--- src/rtl/core/utf8_stream_decoder_macros.svh ---
// Assertion helpers for the UTF-8 decoder core.
// All checks sample on clk and are off while rst_n is low.
`ifndef UTF8_STREAM_DECODER_MACROS_SVH
`define UTF8_STREAM_DECODER_MACROS_SVH

// Check a property every cycle outside reset.
`define U8D_ASSERT(lbl, prop, msg) \
  lbl: assert property (@(posedge clk) disable iff (!rst_n) (prop)) else $error(msg);

// Check that a condition never holds outside reset.
`define U8D_NEVER(lbl, cond, msg) \
  lbl: assert property (@(posedge clk) disable iff (!rst_n) !(cond)) else $error(msg);

`endif

--- src/rtl/core/u8d_pkg.sv ---
package u8d_pkg;

  localparam int CP_W   = 31;
  localparam int PEND_W = 3;

  typedef enum logic [1:0] {
    SKIP_NONE,
    SKIP_CONT,
    SKIP_ILLEGAL
  } skip_mode_t;

  typedef enum logic [1:0] {
    ERR_NONE,
    ERR_STRAY_CONT,
    ERR_ILLEGAL
  } err_kind_t;

  typedef struct packed {
    logic [PEND_W-1:0] pending;
    logic [CP_W-1:0]   acc;
    skip_mode_t        skip;
  } dec_state_t;

  typedef struct packed {
    logic            emit;
    logic [CP_W-1:0] code;
    err_kind_t       err;
  } dec_result_t;

endpackage

--- src/rtl/core/utf8_stream_decoder.sv ---
// A result appears on out_* in the cycle after the byte that completes it is taken.
// Throughput: one byte per cycle; the decode step sits between the input port and the
// result register, and a new byte is taken whenever the result register is empty or drained.
// Reset (rst_n low, synchronous): pending count, accumulator and run state clear,
// and the result register empties.
`include "utf8_stream_decoder_macros.svh"

module utf8_stream_decoder (
  input  logic                     clk,
  input  logic                     rst_n,
  input  logic                     in_valid,
  output logic                     in_ready,
  input  logic [7:0]               in_byte_in,
  output logic                     out_valid,
  input  logic                     out_ready,
  output logic [u8d_pkg::CP_W-1:0] out_code_point,
  output logic [1:0]               out_error_kind
);
  import u8d_pkg::*;

  dec_state_t      state_r;
  dec_state_t      state_nxt;
  dec_result_t     step_res;
  logic            in_xfer;
  logic            out_valid_r;
  logic [CP_W-1:0] code_r;
  err_kind_t       err_r;

  u8d_step u_step (
    .byte_i    (in_byte_in),
    .state_i   (state_r),
    .state_nxt (state_nxt),
    .result    (step_res)
  );

  assign in_ready = !out_valid_r || out_ready;
  assign in_xfer  = in_valid && in_ready;

  always_ff @(posedge clk) begin
    if (!rst_n) begin
      state_r.pending <= '0;
      state_r.acc     <= '0;
      state_r.skip    <= SKIP_NONE;
      out_valid_r     <= 1'b0;
    end else begin
      if (in_xfer) begin
        state_r     <= state_nxt;
        out_valid_r <= step_res.emit;
      end else if (out_ready) begin
        out_valid_r <= 1'b0;
      end
    end
  end

  // Load the result register only on a byte that produces a result.
  always_ff @(posedge clk) begin
    if (in_xfer && step_res.emit) begin
      code_r <= step_res.code;
      err_r  <= step_res.err;
    end
  end

  assign out_valid      = out_valid_r;
  assign out_code_point = code_r;
  assign out_error_kind = 2'(err_r);

  `U8D_NEVER(a_pend_no_skip, (state_r.pending != '0) && (state_r.skip != SKIP_NONE), "run state set while a sequence is open")
  `U8D_ASSERT(a_err_zero_code, (out_valid_r && (err_r != ERR_NONE)) |-> (code_r == '0), "error result with nonzero code point")
  `U8D_ASSERT(a_ascii_pass, (in_xfer && (state_r.pending == '0) && !in_byte_in[7]) |=> (out_valid_r && (code_r == {{(CP_W-8){1'b0}}, $past(in_byte_in)}) && (err_r == ERR_NONE)), "ASCII byte not passed through")
  `U8D_ASSERT(a_mid_seq_quiet, (in_xfer && (state_r.pending > PEND_W'(1))) |=> !out_valid_r, "result emitted before sequence end")

endmodule

--- src/rtl/core/u8d_step.sv ---
module u8d_step (
  input  logic [7:0]           byte_i,
  input  u8d_pkg::dec_state_t  state_i,
  output u8d_pkg::dec_state_t  state_nxt,
  output u8d_pkg::dec_result_t result
);
  import u8d_pkg::*;

  logic run_hold;

  // Continuation bytes inside a stray run, or 0xFE/0xFF inside an illegal run, are dropped.
  assign run_hold = ((state_i.skip == SKIP_CONT) && (byte_i[7:6] == 2'b10)) ||
                    ((state_i.skip == SKIP_ILLEGAL) && (byte_i[7:1] == 7'h7F));

  always_comb begin
    state_nxt   = state_i;
    result.emit = 1'b0;
    result.code = '0;
    result.err  = ERR_NONE;
    if (state_i.pending != '0) begin
      // Trailing byte: shift in low six bits, top bits unchecked.
      state_nxt.acc     = {state_i.acc[CP_W-7:0], byte_i[5:0]};
      state_nxt.pending = state_i.pending - PEND_W'(1);
      if (state_i.pending == PEND_W'(1)) begin
        result.emit = 1'b1;
        result.code = {state_i.acc[CP_W-7:0], byte_i[5:0]};
      end
    end else if (!run_hold) begin
      state_nxt.skip = SKIP_NONE;
      unique casez (byte_i)
        8'b0???????: begin
          result.emit = 1'b1;
          result.code = {{(CP_W-8){1'b0}}, byte_i};
        end
        8'b10??????: begin
          state_nxt.skip = SKIP_CONT;
          result.emit    = 1'b1;
          result.err     = ERR_STRAY_CONT;
        end
        8'b110?????: begin
          state_nxt.acc     = {{(CP_W-5){1'b0}}, byte_i[4:0]};
          state_nxt.pending = PEND_W'(1);
        end
        8'b1110????: begin
          state_nxt.acc     = {{(CP_W-4){1'b0}}, byte_i[3:0]};
          state_nxt.pending = PEND_W'(2);
        end
        8'b11110???: begin
          state_nxt.acc     = {{(CP_W-3){1'b0}}, byte_i[2:0]};
          state_nxt.pending = PEND_W'(3);
        end
        8'b111110??: begin
          state_nxt.acc     = {{(CP_W-2){1'b0}}, byte_i[1:0]};
          state_nxt.pending = PEND_W'(4);
        end
        8'b1111110?: begin
          state_nxt.acc     = {{(CP_W-1){1'b0}}, byte_i[0]};
          state_nxt.pending = PEND_W'(5);
        end
        default: begin
          state_nxt.skip = SKIP_ILLEGAL;
          result.emit    = 1'b1;
          result.err     = ERR_ILLEGAL;
        end
      endcase
    end
  end

endmodule

--- config.mk ---
export PLATFORM = sky130hd
export DESIGN_NAME = utf8_stream_decoder
export DESIGN_NICKNAME = d
export VERILOG_FILES = /design/src/rtl/core/u8d_pkg.sv /design/src/rtl/core/utf8_stream_decoder.sv /design/src/rtl/core/u8d_step.sv
export VERILOG_INCLUDE_DIRS = /design/src /design/src/rtl/core
export SDC_FILE = /design/constraint.sdc
export NUM_CORES = 1
export LEC_CHECK = 0
export BUFFER_PORTS_ARGS = -buffer_cell sky130_fd_sc_hd__buf_4
export CORE_MARGIN = 5
export CORE_UTILIZATION = 40
export CTS_CLUSTER_DIAMETER = 120
export DETAILED_ROUTE_END_ITERATION = 10
export GPL_ROUTABILITY_DRIVEN = 1
export PLACE_DENSITY_LB_ADDON = 0.2
export SLEW_MARGIN = 20
export SYNTH_ARGS = -nofsm -noshare
export SYNTH_HDL_FRONTEND = slang
export SYNTH_SLANG_ARGS = --single-unit
--- constraint.sdc ---
create_clock -name clk -period 4.3 [get_ports clk]
set_clock_uncertainty 0.2 [all_clocks]
set_input_delay 0.43 -clock clk [delete_from_list [all_inputs] [get_ports clk]]
set_output_delay 0.43 -clock clk [all_outputs]
set_load 0.1 [all_outputs]
-- Word level (Yosys, flattened, before mapping)
Cells that the tools add are included.
- input bits: 12
- word-level logic and storage cells: 47
- register bits after elaboration: 64
- output and inout port bits: 35
- add/sub/neg operators: 1
- reductions and logical operators: 15
- equal/unequal tests: 11
- bitwise gates (word level): 3
- mux-type cells: 11
- operator list (cell ; number):
    34-bit case mux with 5 select lines ; 1
    34-bit 2-to-1 mux ; 2
    32-bit 2-to-1 mux ; 2
    36-bit 2-to-1 mux ; 1
    7-bit == test, second input constant ; 2
    7-bit 2-to-1 mux ; 1
    6-bit == test, second input constant ; 1
    3-bit AND reduction ; 2
    6-bit nonzero test ; 1
    6-bit OR reduction ; 1
    5-bit == test, second input constant ; 1
    5-bit OR reduction ; 1
    2-bit == test, second input constant ; 2
    4-bit == test, second input constant ; 1
    1-bit logical AND ; 4
    2-bit case mux with 2 select lines ; 1
    3-bit by 1-bit == test with 1-bit output, second input constant ; 1
    3-bit == test, second input constant ; 1
    1-bit 2-to-1 mux ; 3
    1-bit NOT ; 3
    3-bit nonzero test ; 1
    3-bit by 1-bit subtractor with 3-bit output, second input constant ; 1
    2-bit by 1-bit == test with 1-bit output, second input constant ; 1
    1-bit logical OR ; 2
    4 further kinds ; 4

-- Logic depth before layout (Yosys ltp)
Gate-level depths: netlist of run 1.
- depth in word-level cells: 6
- gate-level depth with buffers: 8
- depth with buffers taken out: 7

-- Modules after synthesis
Synthesis of run 1 repeated with hierarchy kept, for this count alone.
- cells, all modules: 375
- area, all modules: 3463.3 um2
- by module, submodules not included (module ; area an instance (um2) ; cells an instance ; instances):
    utf8_stream_decoder ; 2514.9 ; 195 ; 1
    u8d_step ; 948.4 ; 180 ; 1

-- Least setup slack after synthesis of run 1
Ideal clock, no wire load.
- path kind: reg2reg
- start: register out_valid_r, in the netlist out_valid
- end: register code_r[0], in the netlist out_code_point[0], enable pin
- arrival time: 3.794 ns
- buffers on the path: 1
- data required time: 3.666 ns
- setup slack: -0.128 ns
- cell stages (with the launch flop): 5
- library setup time: 0.434 ns
- path through: dfxtp_1 -> nand2b_1 -> nand2_1 -> buf_2 -> a21oi_1
- longest elaborated chain between the ends: 4
- RTL lines (what ; RTL line ; text):
    start: declaration ; utf8_stream_decoder.sv:25 ; logic out_valid_r;
    start signal: assignment ; utf8_stream_decoder.sv:48 ; out_valid_r <= step_res.emit;
    1-bit zero test ; utf8_stream_decoder.sv:36 ; assign in_ready = !out_valid_r || out_ready;
    1-bit logical OR ; utf8_stream_decoder.sv:36 ;
    named net in_ready ; utf8_stream_decoder.sv:12 ; output logic in_ready,
    1-bit logical AND ; utf8_stream_decoder.sv:37 ; assign in_xfer = in_valid && in_ready;
    1-bit logical AND ; utf8_stream_decoder.sv:57 ; if (in_xfer && step_res.emit) begin
    end signal: assignment ; utf8_stream_decoder.sv:58 ; code_r <= step_res.code;
    end: declaration ; utf8_stream_decoder.sv:26 ; logic [CP_W-1:0] code_r;
The timed path passes the listed nets, and every way through them passes these cells.
A chain may end at the register's enable or synchronous reset.

-- Final worst setup path of run 1
- start: register state_r[33] (netlist name)
- end: register code_r[16], in the netlist out_code_point[16], enable pin
- longest elaborated chain between the ends: 4
- RTL lines (what ; RTL line ; text):
    start: declaration ; utf8_stream_decoder.sv:21 ; dec_state_t state_r;
    start signal: assignment ; utf8_stream_decoder.sv:47 ; state_r <= state_nxt;
    3-bit by 1-bit == test with 1-bit output ; u8d_step.sv:24 ; if (state_i.pending == PEND_W'(1)) begin
    32-bit 2-to-1 mux ; u8d_step.sv:24 ;
    32-bit 2-to-1 mux * ; u8d_step.sv:20 ; if (state_i.pending != '0) begin
    1-bit logical AND * ; utf8_stream_decoder.sv:57 ;
Mark *: on every way between the ends. The rest lies on a longest branch, timed or not.

==> flow_summary.html, run 1 <==
<table>
<tr><th>Metric</th><th>Value</th></tr>
<tr><th colspan="2">Routing</th></tr>
<tr><td>Final ANT Viol Nets</td><td>0</td></tr>
<tr><td>Via density per instance</td><td>5.26</td></tr>
<tr><td>Routed vias</td><td>around 2000</td></tr>
<tr><td>Total wirelength of the detailed-routed design</td><td>5570 um</td></tr>
<tr><td>Iteration count of the initial detailed-routing pass</td><td>5</td></tr>
<tr><td>DRC</td><td>0</td></tr>
<tr><td>Detailed router's first-iteration violation count</td><td>111</td></tr>
<tr><td>Wire length per cell</td><td>15.0 um</td></tr>
<tr><th colspan="2">Placed design</th></tr>
<tr><td>DP Cell Count</td><td>354</td></tr>
<tr><td>Placed wire-length estimate after detailed placement</td><td>approximately 3600 um</td></tr>
<tr><td>Final Wtd Congestion</td><td>approximately 0.84</td></tr>
<tr><td>Port Buf Inserts</td><td>between 40 and 50</td></tr>
<tr><th colspan="2">Timing</th></tr>
<tr><td>RSZ-0062 raised after global routing</td><td>no</td></tr>
<tr><td>Max-slew violation count</td><td>0</td></tr>
<tr><td>Fin crit period</td><td>2.84 ns</td></tr>
<tr><td>Highest attainable clock frequency</td><td>approximately 0.35 GHz</td></tr>
<tr><td>Slew Limit Headroom</td><td>0.377</td></tr>
<tr><td>Hold WS</td><td>about 0.17 ns</td></tr>
<tr><td>Final hold violation count</td><td>0</td></tr>
<tr><td>Setup TNS Final</td><td>0 ns</td></tr>
<tr><td>Period utilization</td><td>0.661</td></tr>
<tr><td>Tightest Pin Transition</td><td>slightly above 0.9 ns</td></tr>
<tr><td>Final count of negative-setup-slack endpoints</td><td>0</td></tr>
<tr><th colspan="2">Final layout</th></tr>
<tr><td>Leading cell types in the layout, fill and taps excluded</td><td>buf_4, edfxtp_1, dfxtp_1</td></tr>
<tr><td>Final nets</td><td>305</td></tr>
<tr><td>Area taken by flip-flops and latches</td><td>1610 um^2</td></tr>
<tr><td>Final non-filler cell total</td><td>between 300 and 400</td></tr>
<tr><td>Share of final-layout standard cells stronger than drive strength 1</td><td>0.238</td></tr>
<tr><td>Commonest non-fill, non-tap cell in the layout</td><td>buf_4</td></tr>
<tr><td>Filler Cells Inserted</td><td>579</td></tr>
<tr><td>Area growth from synthesis to final layout</td><td>24.5%</td></tr>
<tr><td>Total inserted antenna cells</td><td>0</td></tr>
<tr><td>Multi-input logic area</td><td>952 um^2</td></tr>
<tr><th colspan="2">Synth</th></tr>
<tr><td>Sequential element share of the synthesized area</td><td>0.604</td></tr>
<tr><td>Number of warning messages in the yosys log</td><td>0</td></tr>
<tr><td>Number of enable-type register cells in the synthesized netlist</td><td>33</td></tr>
<tr><td>Prevailing post-synth register cell</td><td>edfxtp_1</td></tr>
<tr><td>Proportion of netlist area held by the largest area contributor</td><td>0.372</td></tr>
<tr><td>Syn Inst Count</td><td>~250</td></tr>
<tr><td>Synth cell types</td><td>38</td></tr>
<tr><td>Post-synthesis average cell area</td><td>10.8 um^2</td></tr>
<tr><td>Largest area contributor in the netlist</td><td>edfxtp_1</td></tr>
<tr><td>Post-synthesis net count</td><td>262</td></tr>
<tr><td>Post-Synthesis Cell Area</td><td>2670 um^2</td></tr>
<tr><td>Number of synthesized register bits</td><td>64</td></tr>
<tr><td>Async set-or-reset flop fraction in the synthesized netlist</td><td>0</td></tr>
<tr><td>Synth area leaders</td><td>edfxtp_1, dfxtp_1, and3_1, a21oi_1, nand2_1</td></tr>
<tr><th colspan="2">Clock tree</th></tr>
<tr><td>Count of cells resized by post-cts repair</td><td>0</td></tr>
<tr><td>Number of sinks on the clock net</td><td>64</td></tr>
<tr><td>Worst-case clock buffer depth</td><td>2</td></tr>
<tr><td>CTS H-tree lvls</td><td>3</td></tr>
<tr><td>CTS tree</td><td>yes</td></tr>
<tr><td>Skew-Pair Late Insertion Delay</td><td>between 0.3 and 0.4 ns</td></tr>
<tr><td>Post-CTS Setup Repair Bufs</td><td>0</td></tr>
<tr><td>Clock-pin slew on the worst setup and hold paths</td><td>roughly 0.070 ns</td></tr>
<tr><td>Hold bufs inserted after CTS</td><td>0</td></tr>
<tr><td>Number of buffers inserted during clock tree synthesis</td><td>9</td></tr>
<tr><td>Root Driver</td><td>clkbuf_8</td></tr>
<tr><th colspan="2">Pwr</th></tr>
<tr><td>Overall power consumption</td><td>around 2100 uW</td></tr>
<tr><td>Pleak</td><td>between 0.001 and 0.0015 uW</td></tr>
<tr><td>Worst IR drop on VDD</td><td>approximately 0.28 mV</td></tr>
<tr><td>Total power density per cell area</td><td>634 nW/um^2</td></tr>
<tr><th colspan="2">Worst setup path</th></tr>
<tr><td>Maximum fanout along the worst path</td><td>28</td></tr>
<tr><td>Kind of start point of the critical path</td><td>flip-flop</td></tr>
<tr><td>Sort of element at the end of the critical path</td><td>flip-flop</td></tr>
<tr><td>Worst Path Class, Setup</td><td>flip-flop to flip-flop</td></tr>
<tr><td>Crit path DAT</td><td>2.69 ns</td></tr>
<tr><td>CP Data Required Time</td><td>4.14 ns</td></tr>
<tr><th colspan="2">Floorplanning</th></tr>
<tr><td>Ports placed on the boundary</td><td>47</td></tr>
<tr><td>Area of the die</td><td>8400 um^2</td></tr>
<tr><td>Die boundary height</td><td>91.6 um</td></tr>
<tr><td>Starting Density</td><td>0.415</td></tr>
<tr><td>Row count</td><td>29</td></tr>
<tr><td>Horiz. Die Dim</td><td>91.6 um</td></tr>
<tr><td>CORE AREA</td><td>6420 um^2</td></tr>
<tr><th colspan="2">Global route</th></tr>
<tr><td>Maximum number of pins on one net before global-route repair</td><td>34</td></tr>
<tr><td>Global-route total usage across every layer</td><td>0.139</td></tr>
<tr><td>Initial antenna violation count</td><td>0</td></tr>
<tr><td>Overflow left after global routing</td><td>0</td></tr>
<tr><td>Wire length of the first global-routing pass</td><td>9160 um</td></tr>
<tr><td>Number of global-route vias before repair</td><td>1832</td></tr>
<tr><th colspan="2">Hold path</th></tr>
<tr><td>Tightest Hold Check Type</td><td>input pin to flip-flop</td></tr>
<tr><th colspan="2">Status</th></tr>
<tr><td>Outcome</td><td>completed</td></tr>
<tr><th colspan="2">Job</th></tr>
<tr><td>Number of max-cap violations</td><td>0</td></tr>
</table>
[state kept, by name, indices dropped and copies added, names as in the netlist]
signal / count
out_error_kind: 2
out_valid: 1
state_r: 30
out_code_point: 31
[cell usage after synthesis (2+ instances only)]
cell,count
nand2_1,28
buf_6,3
o21ai_0,19
nor2b_1,5
edfxtp_1,33
a21oi_1,30
mux2i_1,2
o21ai_1,8
nor2_1,5
inv_1,9
nor3b_1,2
a311oi_1,2
ha_1,4
and3_1,27
nand4_1,4
dfxtp_1,31
clkbuf_1,11
nand3_1,3
[through the flow]
step / cell area [um^2] / utilization / setup slack [ns]
2_1_floorplan: 2670 / - / 0.618
4_1_cts: 3290 / 0.513 / 1.16
3_5_place_dp: 3040 / 0.473 / 1.19
3_3_place_gp: 3040 / 0.473 / 1.30
6_report: 3320 / 0.517 / 1.46
5_1_grt: 3320 / 0.517 / 1.27
[worst max-delay path: stages (launching register included)]
cell and delay, ns:
dfxtp_1 0.33, inv_1 0.07, ha_1 0.17, ha_1 0.32, a21boi_2 0.32, a31o_4 0.32
o21ai_2 0.14, a21oi_4 0.44, buf_16 0.23
[kinds of logic (layout without fill, tap and decap cells)]
kind of cell    count (synthesis)  in the layout  share of synthesized area
flops                          64             64                      0.604
compound gates                 72             72                      0.168
simple gates                   80             80                      0.159
fa+ha+maj                       4              4                     0.0188
buf+inv                        24             72                     0.0427
mux                             2              2                    0.00751
[final cells by class]
type                       instances  share of cell area
clock buffer                      10              0.0414
multi-input combinational        158               0.287
clock inverter                     6              0.0350
sequential                        64               0.485
timing repair buffer              47               0.112
tap                               77              0.0290
inverter                           9              0.0102
[path summary, 6_finish.rpt]
check                     start            endpoint  cells after the start  slack (ns)
setup / recovery    state_r[33]  out_code_point[16]                      8        1.46
hold / removal    in_byte_in[0]          state_r[2]                      3        0.17
setup reg to reg    state_r[33]  out_code_point[16]                      8        1.46
hold reg to reg     state_r[18]         state_r[24]                      2        0.25
[layer usage]
metal | vias up | track usage | wire (um)
met5 | - | 0 | 0
met2 | 35 | 0.208 | 2690
met4 | 0 | 0.0691 | 29
met3 | 2 | 0.0475 | 225
met1 | 931 | 0.178 | 2630
li1 | 984 | - | -
[power by group]
group | internal [uW] | switching (uW)
sequential | 721 | 22.3
clock | 404 | 241
combinational | 146 | 569
Power figures use the tool's default switching activity.
==> run 2: changes to the inputs <==
==> constraint.sdc (replaced) <==
create_clock -name clk -period 2.3 [get_ports clk]
set_clock_uncertainty 0.2 [all_clocks]
set_input_delay 0.23 -clock clk [delete_from_list [all_inputs] [get_ports clk]]
set_output_delay 0.23 -clock clk [all_outputs]
set_load 0.1 [all_outputs]
==> run 2 against run 1 <==
Routed wire length increased by 3.2%. Critical endpoint is now out_code_point[25]. Die area did not move. Combinational power grew 100%. Global-route usage up 0.46 points. Final area grew 4.6%. Final cell count up 4.6%. Flip-flop and latch count is the same. Power grew 85%. Sequential share of layout area fell by 2.0 points. Via count is 2.8% higher.
==> flow_summary.html, run 2 (synthesis results as in run 1) <==
<table>
<tr><th>Metric</th><th>Value</th></tr>
<tr><th colspan="2">Status</th></tr>
<tr><td>Outcome</td><td>completed</td></tr>
<tr><th colspan="2">Clock tree</th></tr>
<tr><td>Count of cells resized by post-cts repair</td><td>0 (unchanged)</td></tr>
<tr><td>Clock-pin slew on the worst setup and hold paths</td><td>0.07 ns (about the same)</td></tr>
<tr><td>CTS tree</td><td>yes</td></tr>
<tr><td>CTS H-tree lvls</td><td>3 (unchanged)</td></tr>
<tr><td>Root Driver</td><td>clkbuf_8</td></tr>
<tr><td>Worst-case clock buffer depth</td><td>2 (unchanged)</td></tr>
<tr><td>Number of buffers inserted during clock tree synthesis</td><td>9 (unchanged)</td></tr>
<tr><td>Skew-Pair Late Insertion Delay</td><td>0.34 ns (about the same)</td></tr>
<tr><td>Number of sinks on the clock net</td><td>64 (unchanged)</td></tr>
<tr><td>Hold bufs inserted after CTS</td><td>6 (+6)</td></tr>
<tr><td>Post-CTS Setup Repair Bufs</td><td>0 (unchanged)</td></tr>
<tr><th colspan="2">Timing</th></tr>
<tr><td>Fin crit period</td><td>about 2.2 ns</td></tr>
<tr><td>Highest attainable clock frequency</td><td>0.461 GHz</td></tr>
<tr><td>Final count of negative-setup-slack endpoints</td><td>0 (unchanged)</td></tr>
<tr><td>Period utilization</td><td>0.944</td></tr>
<tr><td>Slew Limit Headroom</td><td>0.643 (+0.265)</td></tr>
<tr><td>Max-slew violation count</td><td>0 (unchanged)</td></tr>
<tr><td>RSZ-0062 raised after global routing</td><td>no</td></tr>
<tr><td>Final hold violation count</td><td>0 (unchanged)</td></tr>
<tr><td>Tightest Pin Transition</td><td>0.534 ns (-0.398 ns)</td></tr>
<tr><td>Least setup slack across all paths after layout</td><td>0.129 ns (-1.33 ns)</td></tr>
<tr><th colspan="2">Final layout</th></tr>
<tr><td>Max reg flops</td><td>31 (unchanged)</td></tr>
<tr><td>Area taken by flip-flops and latches</td><td>1620 um^2 (+0.31%)</td></tr>
<tr><td>Total inserted antenna cells</td><td>0 (unchanged)</td></tr>
<tr><td>Commonest non-fill, non-tap cell in the layout</td><td>buf_4</td></tr>
<tr><td>Share of the core filled with cells in the final layout</td><td>0.541 (+0.0240)</td></tr>
<tr><td>Area growth from synthesis to final layout</td><td>30.3%</td></tr>
<tr><td>Final non-filler cell total</td><td>388 (+4.6%)</td></tr>
<tr><td>Multi-input logic area</td><td>1000 um^2 (+5.0%)</td></tr>
<tr><td>Filler Cells Inserted</td><td>575 (-0.69%)</td></tr>
<tr><td>Share of final-layout standard cells stronger than drive strength 1</td><td>0.283 (+0.0449)</td></tr>
<tr><td>Leading cell types in the layout, fill and taps excluded</td><td>buf_4, edfxtp_1, a21oi_1, dfxtp_1, nand2_1</td></tr>
<tr><td>Final nets</td><td>322 (+5.6%)</td></tr>
<tr><th colspan="2">Worst setup path</th></tr>
<tr><td>Kind of start point of the critical path</td><td>input pin</td></tr>
<tr><td>Startpoint of the most critical setup path</td><td>in_byte_in[1]</td></tr>
<tr><td>Register-to-Register Path Depth</td><td>8 (unchanged)</td></tr>
<tr><td>Sort of element at the end of the critical path</td><td>flip-flop</td></tr>
<tr><td>R2r setup slk</td><td>0.16 ns (-1.30 ns)</td></tr>
<tr><td>CP Data Required Time</td><td>2.13 ns (-2.01 ns)</td></tr>
<tr><td>Origin of the critical flop-to-flop path</td><td>state_r[33]</td></tr>
<tr><td>Crit path DAT</td><td>2.01 ns (-0.68 ns)</td></tr>
<tr><td>Maximum fanout along the worst path</td><td>33 (+18%)</td></tr>
<tr><td>CP Capture Point</td><td>out_code_point[25]</td></tr>
<tr><td>Worst Path Class, Setup</td><td>input pin to flip-flop</td></tr>
<tr><td>Worst R2R End</td><td>out_code_point[25]</td></tr>
<tr><th colspan="2">Routing</th></tr>
<tr><td>Final ANT Viol Nets</td><td>0 (unchanged)</td></tr>
<tr><td>Via density per instance</td><td>5.17 (-1.7%)</td></tr>
<tr><td>DRC</td><td>0 (unchanged)</td></tr>
<tr><td>Total wirelength of the detailed-routed design</td><td>5750 um (+3.2%)</td></tr>
<tr><td>Detailed router's first-iteration violation count</td><td>91 (-18%)</td></tr>
<tr><td>Iteration count of the initial detailed-routing pass</td><td>4 (-1)</td></tr>
<tr><td>Routed vias</td><td>2007 (+2.8%)</td></tr>
<tr><td>Wire length per cell</td><td>14.8 um (-1.3%)</td></tr>
<tr><th colspan="2">Global route</th></tr>
<tr><td>Grt peak-use layer</td><td>met2</td></tr>
<tr><td>GR met2 Demand/Resource</td><td>0.220 (+0.0116)</td></tr>
<tr><td>Number of global-route vias before repair</td><td>1984 (+8.3%)</td></tr>
<tr><td>Maximum number of pins on one net before global-route repair</td><td>34 (unchanged)</td></tr>
<tr><td>Met1 Track Usage GR</td><td>0.184 (+0.00622)</td></tr>
<tr><td>Wire length of the first global-routing pass</td><td>9560 um (+4.4%)</td></tr>
<tr><td>Global-route total usage across every layer</td><td>0.143 (+0.00455)</td></tr>
<tr><td>Initial antenna violation count</td><td>0 (unchanged)</td></tr>
<tr><td>Global-route met3 utilization</td><td>0.0466 (-0.000818)</td></tr>
<tr><td>Overflow left after global routing</td><td>0 (unchanged)</td></tr>
<tr><th colspan="2">Pwr</th></tr>
<tr><td>Portion of total power attributed to the clock network</td><td>0.273 (-0.033)</td></tr>
<tr><td>Worst IR drop on VDD</td><td>0.527 mV (+88%)</td></tr>
<tr><td>Sequential cell fraction of total power</td><td>0.359 (+0.006)</td></tr>
<tr><td>Pleak</td><td>0.00141 uW (+5.8%)</td></tr>
<tr><td>Switching part of the total</td><td>0.407 (+0.0116)</td></tr>
<tr><td>Internal power of the cells</td><td>2310 uW (+81%)</td></tr>
<tr><td>Combinational Power Share</td><td>0.368 (+0.028)</td></tr>
<tr><td>Overall power consumption</td><td>3890 uW (+85%)</td></tr>
<tr><td>Total power density per cell area</td><td>1120 nW/um^2 (+77%)</td></tr>
<tr><td>Net switching power of the design</td><td>1590 uW (+90%)</td></tr>
<tr><th colspan="2">Hold path</th></tr>
<tr><td>Tightest Hold Check Type</td><td>input pin to flip-flop</td></tr>
<tr><td>Number of cells on the worst hold path</td><td>3 (unchanged)</td></tr>
<tr><th colspan="2">Placed design</th></tr>
<tr><td>DP Cell Count</td><td>366 (+3.4%)</td></tr>
<tr><td>Placed wire-length estimate after detailed placement</td><td>3830 um (+6.2%)</td></tr>
<tr><td>Final Wtd Congestion</td><td>0.776 (-7.6%)</td></tr>
<tr><td>Worst slack at placement</td><td>0.169 ns (-1.02 ns)</td></tr>
<tr><td>Port Buf Inserts</td><td>46 (unchanged)</td></tr>
<tr><th colspan="2">Floorplanning</th></tr>
<tr><td>Starting Density</td><td>0.415 (unchanged)</td></tr>
<tr><td>Area of the die</td><td>8400 um^2 (unchanged)</td></tr>
<tr><td>Ports placed on the boundary</td><td>47 (unchanged)</td></tr>
<tr><td>Die boundary height</td><td>91.6 um (unchanged)</td></tr>
<tr><td>Horiz. Die Dim</td><td>91.6 um (unchanged)</td></tr>
<tr><td>CORE AREA</td><td>6420 um^2 (unchanged)</td></tr>
<tr><td>Row count</td><td>29 (unchanged)</td></tr>
<tr><th colspan="2">Job</th></tr>
<tr><td>Number of max-cap violations</td><td>0 (unchanged)</td></tr>
</table>
-- run 2: cell count changes in the layout (fill, tap and decap cells not counted), sizes merged --
cell	delta
bufinv	-1
buf	+11
clkbuf	-1
dlygate4sd3	+6
clkinv	+2
-- run 2: cell type report --
class,count,share of cell area
Multi-Input combinational cell,158,0.288
Clock inverter,7,0.0277
Inverter,9,0.00972
Sequential cell,64,0.465
Timing Repair Buffer,64,0.146
Tap cell,77,0.0277
Clock buffer,9,0.0357
-- run 2: power by group through the flow --
stage / combinational [uW] / sequential, uW / clock [uW]
after floorplan: 466 / 2070 / 0
after global placement: 1420 / 1420 / 0
after detailed placement: 1430 / 1420 / 0
after CTS: 1440 / 1400 / 1080
after global routing: 1510 / 1410 / 1140
final: 1430 / 1400 / 1060
-- run 2: worst min-delay path by stage --
| stage | slack [ns] | from | endpoint |
|---|---|---|---|
| global placement | 0.25 | state_r[19] | state_r[25] |
| finish | 0.01 | in_byte_in[5] | state_r[7] |
| CTS | 0.003 | in_byte_in[5] | state_r[7] |
| global route | 0.02 | in_byte_in[5] | state_r[7] |
| detailed placement | 0.26 | state_r[18] | state_r[24] |
| floorplan | 0.17 | in_byte_in[5] | state_r[7] |
-- run 2: critical path, cell delays in order --
cell           delay, ns
dlygate4sd3_1       0.54
buf_4               0.15
and4_1              0.21
buf_4               0.17
a21oi_1             0.21
o21ai_4             0.09
a21oi_4             0.15
buf_12              0.22
-- run 2: per-layer routing --
metal,vias to the layer above,part of all wire
met5,-,0
met4,0,0.0089
met3,4,0.047
met2,41,0.49
met1,940,0.46
li1,1022,-
-- run 2: through the flow --
stage	setup TNS (ns)	instance area (um^2)	hold slack, ns
floorplan	-4.70	2730	0.166
global route	0	3470	0.0229
finish	0	3470	0.0144
CTS	0	3470	0.00334
detailed placement	0	3190	0.256
global placement	0	3190	0.249
